==> config.mk <==
export PLATFORM = sky130hd
export DESIGN_NAME = idg_div
export DESIGN_NICKNAME = d
export VERILOG_FILES = /design/src/rtl/core/idg_pkg.sv /design/src/rtl/core/idg_div.sv
export SDC_FILE = /design/constraint.sdc
export NUM_CORES = 2
export LEC_CHECK = 0
export ABC_AREA = 1
export BUFFER_PORTS_ARGS = -buffer_cell sky130_fd_sc_hd__buf_2
export CORE_MARGIN = 2
export CORE_UTILIZATION = 35
export CTS_CLUSTER_SIZE = 30
export DETAILED_ROUTE_END_ITERATION = 16
export PLACE_DENSITY_LB_ADDON = 0.25
export SYNTH_ARGS = -nofsm -noshare
export SYNTH_HDL_FRONTEND = slang
export SYNTH_SLANG_ARGS = --single-unit
==> constraint.sdc <==
create_clock -name i_clk -period 6.6 [get_ports i_clk]
set_input_delay 1.98 -clock i_clk [delete_from_list [all_inputs] [get_ports i_clk]]
set_output_delay 1.98 -clock i_clk [all_outputs]
set_load 0.02 [all_outputs]
==> src/rtl/core/idg_pkg.sv <==
// shared widths, register indexes and types of the inverse distance gain block
package idg_pkg;

    localparam int CoordW = 24;
    localparam int DiffW  = 25;
    localparam int MagW   = 24;
    localparam int SqW    = 2 * MagW;
    localparam int SumW   = SqW + 2;
    localparam int DistW  = SumW / 2;
    localparam int GainW  = 17;
    localparam int VolW   = 17;
    localparam int NumW   = GainW + DistW;
    localparam int IdxW   = 3;
    localparam int CfgW   = 25;

    // stage counts of the two iterative units
    localparam int SqrtSteps = DistW;
    localparam int DistLat   = 4 + SqrtSteps;
    localparam int DivSteps  = GainW;

    // configuration register indexes
    localparam logic [IdxW-1:0] REG_THREE_D   = 3'd0;
    localparam logic [IdxW-1:0] REG_VOLUME    = 3'd1;
    localparam logic [IdxW-1:0] REG_MOD_VOL   = 3'd2;
    localparam logic [IdxW-1:0] REG_MIN_DIST  = 3'd3;
    localparam logic [IdxW-1:0] REG_MAX_DIST  = 3'd4;

    localparam logic [GainW-1:0] GAIN_ONE = 17'h10000;

    // gain selection codes
    typedef logic [1:0] t_sel;
    localparam t_sel SEL_BASE = 2'd0;
    localparam t_sel SEL_ZERO = 2'd1;
    localparam t_sel SEL_DIV  = 2'd2;

endpackage

==> src/rtl/core/idg_div.sv <==
// restoring divider, one quotient bit per stage, with distance and selection alongside
module idg_div
    import idg_pkg::*;
(
    input  logic             i_clk,
    input  logic             i_rst_n,
    input  logic             i_en,
    input  logic             i_valid,
    input  logic [NumW-1:0]  i_num,
    input  logic [DistW-1:0] i_den,
    input  logic [DistW-1:0] i_dist,
    input  t_sel             i_sel,
    output logic             o_valid,
    output logic [GainW-1:0] o_quot,
    output logic [DistW-1:0] o_dist,
    output t_sel             o_sel
);

    logic             r_vld  [DivSteps];
    logic [DistW-1:0] r_rem  [DivSteps];
    logic [GainW-1:0] r_lo   [DivSteps];
    logic [GainW-1:0] r_q    [DivSteps];
    logic [DistW-1:0] r_den  [DivSteps];
    logic [DistW-1:0] r_dist [DivSteps];
    t_sel             r_sel  [DivSteps];

    logic [DistW-1:0] w_rem  [DivSteps];
    logic [GainW-1:0] w_lo   [DivSteps];
    logic [GainW-1:0] w_q    [DivSteps];
    logic [DistW-1:0] w_den  [DivSteps];
    logic [DistW-1:0] w_dist [DivSteps];
    t_sel             w_sel  [DivSteps];

    // quotient fits in gain width, so the upper numerator bits start as remainder
    always_comb begin
        w_rem[0]  = i_num[NumW-1 -: DistW];
        w_lo[0]   = i_num[GainW-1:0];
        w_q[0]    = '0;
        w_den[0]  = i_den;
        w_dist[0] = i_dist;
        w_sel[0]  = i_sel;
        for (int k = 1; k < DivSteps; k++) begin
            w_rem[k]  = r_rem[k-1];
            w_lo[k]   = r_lo[k-1];
            w_q[k]    = r_q[k-1];
            w_den[k]  = r_den[k-1];
            w_dist[k] = r_dist[k-1];
            w_sel[k]  = r_sel[k-1];
        end
    end

    // valid bits
    always_ff @(posedge i_clk) begin
        if (!i_rst_n) begin
            for (int k = 0; k < DivSteps; k++) r_vld[k] <= 1'b0;
        end else if (i_en) begin
            r_vld[0] <= i_valid;
            for (int k = 1; k < DivSteps; k++) r_vld[k] <= r_vld[k-1];
        end
    end

    // one trial subtraction per stage
    for (genvar k = 0; k < DivSteps; k++) begin : g_div
        logic [DistW:0] w_sh;
        logic [DistW:0] w_dx;
        assign w_sh = {w_rem[k], w_lo[k][GainW-1]};
        assign w_dx = {1'b0, w_den[k]};
        always_ff @(posedge i_clk) begin
            if (i_en) begin
                r_lo[k]   <= {w_lo[k][GainW-2:0], 1'b0};
                r_den[k]  <= w_den[k];
                r_dist[k] <= w_dist[k];
                r_sel[k]  <= w_sel[k];
                if (w_sh >= w_dx) begin
                    r_rem[k] <= DistW'(w_sh - w_dx);
                    r_q[k]   <= {w_q[k][GainW-2:0], 1'b1};
                end else begin
                    r_rem[k] <= DistW'(w_sh);
                    r_q[k]   <= {w_q[k][GainW-2:0], 1'b0};
                end
            end
        end
    end

    assign o_valid = r_vld[DivSteps-1];
    assign o_quot  = r_q[DivSteps-1];
    assign o_dist  = r_dist[DivSteps-1];
    assign o_sel   = r_sel[DivSteps-1];

endmodule

After elaboration in Yosys (flattened, before gate mapping) --
Memories as Yosys holds them, arrays and structs flattened. Index checks and enable logic that the tools add are counted.
Word-level totals: bits in registers 0, latch bits 0, bits in writable memories 1887, ROM bits 0, input port bits 98, output and inout port bits 45, memories kept 7
Memories:
- r_den | depth 17, bits a word 25, rd ports 16, clocked after Yosys merged registers in 0, write ports 17, RTL line idg_div.sv:23 | logic [DistW-1:0] r_den [DivSteps];
- r_dist | depth 17, bits a word 25, rd ports 17, clocked after Yosys merged registers in 0, write ports 17, RTL line idg_div.sv:24 | logic [DistW-1:0] r_dist [DivSteps];
- r_rem | depth 17, bits a word 25, rd ports 16, clocked after Yosys merged registers in 0, write ports 17, RTL line idg_div.sv:20 | logic [DistW-1:0] r_rem [DivSteps];
- r_q | depth 17, bits a word 17, rd ports 17, clocked after Yosys merged registers in 0, write ports 17, RTL line idg_div.sv:22 | logic [GainW-1:0] r_q [DivSteps];
- r_lo | depth 17, bits a word 16, rd ports 16, clocked after Yosys merged registers in 0, write ports 17, RTL line idg_div.sv:21 | logic [GainW-1:0] r_lo [DivSteps];
- r_sel | depth 17, bits a word 2, rd ports 17, clocked after Yosys merged registers in 0, write ports 17, RTL line idg_div.sv:25 | t_sel r_sel [DivSteps];
- 1 more memories
Cells by class: add/subtract/negate cells 17, multipliers 0, divide/modulo/power cells 0, $lt $le $gt $ge 17, equal/unequal tests 0, shift operators 0, mux-type cells 158, bitwise logic cells 51, reduce and logical (&&, ||, !) cells 0
Operator list (count):
- $ge A26 B25 Y1 | 17
- $mux W25 | 17
- $sub A25 B25 Y25 | 17
- $mux W17 | 17
- $mux W1 | 124
- $or A1 B1 Y1 | 51

Logic depth before layout (Yosys ltp) --
An unclocked memory read counts as a cell.
depth after elaboration 6, mapped depth 15, depth with buffers taken out 14

Worst setup path after synthesis --
Ideal clock, no wire load.
path type in2reg, start point in i_en, end point mem r_q[15][0] (enable), library setup time 413 ps, data arrival time 3400 ps, required time 6187 ps, slack 2787 ps, stages 3, path buffers 3, cell sequence buf_4 -> buf_6 -> clkbuf_1
RTL lines:
- start, declared | RTL line idg_div.sv:7 | input logic i_en,
- end, declared | RTL line idg_div.sv:22

==> metrics list <==
- Worst max-slew margin expressed relative to the limit: 25.59%
* Floorplan die width: 500.4 um
- Synth top area share: 54.45%
- Among all flip-flop cells after synthesis, the most frequent one is sky130_fd_sc_hd__edfxtp_1.
* Average wire per cell in the routed design: 17.44 um
- The initial utilization of the core area, before any placement, comes to 35.13%.
- Setup repair after global routing left no endpoint under its margin.
* Path type of the worst setup path: primary input to flip-flop
* Count of cells resized by post-cts repair: 0
- Warning count from the yosys run: 0
* GR Overflow Total: 0
- Lkg Pwr: 46.42 nW
* Crit path arrival time: 4350 ps
- Max cap viols: 0
- Part of the Yosys area used for sequential elements: 54.48%
- Area of the mapped netlist: 86,250 um^2
* Share of the clock period used by the worst path: 57.01%
- For the worst flop-to-flop path, the logic depth is 13.
- Vias in the first global route: 60.31k
- In this run the standard cell core region covers 245,500 um^2.
- Synthesis handed over a netlist of 9,867 instances.
- Vias per Instance: 4.655
- The die covers 250,400 um^2.
* Setup crit end kind: flip-flop
* Timing-limited maximum frequency: 265.8 MHz
* Number of vias in the routed layout: 62.54k
* Final hold viol count: 0
- After synthesis, the mean cell area works out to 8.741 um^2.
- Total routing usage reported by global routing: 18.55%
- I/O pin cnt: 143
- Number of buffers on the longest clock path: 3
- Entering global routing, the biggest net connects 182 pins.
- Sequential cell area: 46,990 um^2
* Area growth, synth to finish: 11.37%
- Number of nets with antenna violations after routing: 0
- Final min period: 3762 ps
- After filler insertion, the fill cell instance count of the layout stands at 24.73k.
* Post-detailed-route DRC marker count: 0
- Final Wtd Congestion: 0.9434
* Finish-stage setup viols: 0
- Share of cells above drive strength 1: 6.080%
- Number of port buffers: 142
- Detailed placement ended at an HPWL of 183,000 um.
- The flow ran to the end, and the final reports show no timing, DRC or antenna violations.
- Area of combinational cells with multiple inputs: 30,880 um^2
- Post-CTS timing repair inserted 0 buffers for setup.
- The tree is rooted in a sky130_fd_sc_hd__clkbuf_16.
- The worst hold path was traced through 0 stages.
- CTS tree: done
* Number of buffers added by the clock tree synthesis step: 181
* Number of synthesized flops with an enable pin: 1,564
- At the worst endpoint, the required time is 7190 ps.
- Num rows: 182
- After clock tree synthesis, the clock-pin slew on the worst setup and hold paths is 60 ps.
- Hold is met by 409.0 ps.
- The clock arrives with 37.11 ps of skew.
- Yosys attributes the largest share of cell area to sky130_fd_sc_hd__edfxtp_1 54%, sky130_fd_sc_hd__nand2_1 16%, sky130_fd_sc_hd__inv_1 8.5%, sky130_fd_sc_hd__ha_1 6.2%, sky130_fd_sc_hd__nand3_1 4.5%.
* Count of nets after finishing: 10.61k
- Clock tree sinks: 1,565
- Startpoint class of the critical path: primary input
* Detailed router's first-iteration violation count: 5,469
- Wire length of the first global-routing pass: 357,700 um
- Once layout is complete, the cells apart from fillers number 13.44k.
- Setup total negative slack: 0 ps
* Final count of pins violating max slew: 0
- After synthesis the netlist holds a flip-flop and latch count of 1,565.
* Number of cells after detailed placement: 13.11k
* CTS Hold Bufs: 0
- Power per Cell Area: 416.7 nW/um^2
- Unique cell type count in the Yosys netlist: 40
* Slew at the pin with the worst max-slew slack: 1116 ps
- Top post-synthesis cells by count: 3,643 x sky130_fd_sc_hd__nand2_1, 1,959 x sky130_fd_sc_hd__inv_1, 1,564 x sky130_fd_sc_hd__edfxtp_1
- Critical Path Fanout Max: 69
* Die outline height: 500.4 um
* Routed wire length: 234,400 um
- Post-Syn Nets: 10.41k
- Number of optimization iterations in the first detailed-route pass: 6
* Share of synthesized registers carrying an async set or reset: 0%
- The setup check on the worst reg-to-reg path leaves a slack of 3590 ps.
- By instance count, the leading cell after synthesis is sky130_fd_sc_hd__nand2_1.
- Clock insertion delay at the later pin of the skew report: 870 ps
- Worst supply voltage drop on vdd: 207.3 uV
- Initial antenna violation count: 5
* Deepest level of the CTS H-tree: 4
- The min-delay analysis places its worst path in the category flip-flop to flip-flop.
- Cell type with the largest total area after synthesis: sky130_fd_sc_hd__edfxtp_1
==> cell usage in the layout, fill, tap and decap left out, types with 48 or more instances in the layout <==
cell,netlist,layout
sky130_fd_sc_hd__clkbuf_16,0,181
sky130_fd_sc_hd__xor2_1,188,188
sky130_fd_sc_hd__nor3_1,48,48
sky130_fd_sc_hd__ha_1,425,425
sky130_fd_sc_hd__nand4_1,108,108
sky130_fd_sc_hd__nand2_1,3643,3643
sky130_fd_sc_hd__nor2_2,56,56
sky130_fd_sc_hd__inv_1,1959,1959
sky130_fd_sc_hd__buf_2,61,141
sky130_fd_sc_hd__a21oi_1,219,219
sky130_fd_sc_hd__nor2_1,488,488
sky130_fd_sc_hd__edfxtp_1,1564,1564
sky130_fd_sc_hd__nand3_1,768,768
==> area by class of cell <==
type                       instances  area share [%]
sequential                      1565           48.91
multi-input combinational       6192           32.15
inverter                        1962           7.670
clock buffer                     209           4.835
tap                             3220           4.194
clock inverter                   115           1.166
timing repair buffer             170           1.066
antenna                            3        0.007815
==> flip-flops by register name, indices dropped and copies added, names as in the netlist <==
name and flops:
r_dist 425, r_den 400, r_rem 400, r_q 153, r_lo 136, r_sel 34
r_vld 17
==> cells by family (layout without fill, tap and decap cells) <==
group,after synthesis,count (layout),synth area share (%)
DFF,1565,1565,54.48
adders and majority gates,441,441,6.537
xor gates and xnor gates,208,208,2.112
and+or+nand+nor,5293,5293,25.57
other,0,3,0
buffers and inverters,2110,2456,9.718
AOI/OAI and AO/OA,250,250,1.587
==> through the flow <==
stage          util (%)  power, mW  worst slack [ps]  instance area [um^2]
3_3_place_gp      36.78      30.35              2027                 90280
5_1_grt           39.13      43.14              2591                 96050
2_1_floorplan         -      25.72              2787                 86250
6_report          39.13      40.03              2838                 96060
4_1_cts           39.13      40.31              2911                 96050
3_5_place_dp      36.78      30.40              1983                 90280
==> metal layers <==
metal	GRT usage, %	part of all wire, %
met1	26.23	47
met2	29.50	45
met3	2.761	5.4
met4	5.208	2.5
met5	0	0
==> power breakdown <==
part | internal, mW | switching, mW
Sequential | 13.4 | 1.49
Clock | 5.51 | 4.18
Combinational | 5.13 | 10.4
==> worst paths after layout <==
kind                                             start                 endpoint
worst max-delay path                              i_en   r_rem[2][21]$_DFFE_PP_
worst max register to register  r_rem[10][8]$_DFFE_PP_  r_rem[11][19]$_DFFE_PP_
worst min register to register  r_lo[0][141]$_DFFE_PP_   r_lo[0][158]$_DFFE_PP_
worst min-delay path            r_lo[0][141]$_DFFE_PP_   r_lo[0][158]$_DFFE_PP_
==> critical path, stage by stage <==
cell and delay (ps):
sky130_fd_sc_hd__buf_12 280, sky130_fd_sc_hd__inv_4 290, sky130_fd_sc_hd__nor2_1 150, sky130_fd_sc_hd__o21ai_1 80
sky130_fd_sc_hd__nor2_1 90, sky130_fd_sc_hd__nand2_1 90, sky130_fd_sc_hd__a21oi_4 650, sky130_fd_sc_hd__nand2_4 370
sky130_fd_sc_hd__nand2_1 150, sky130_fd_sc_hd__nand2_1 70
Power figures use the tool's default switching activity.
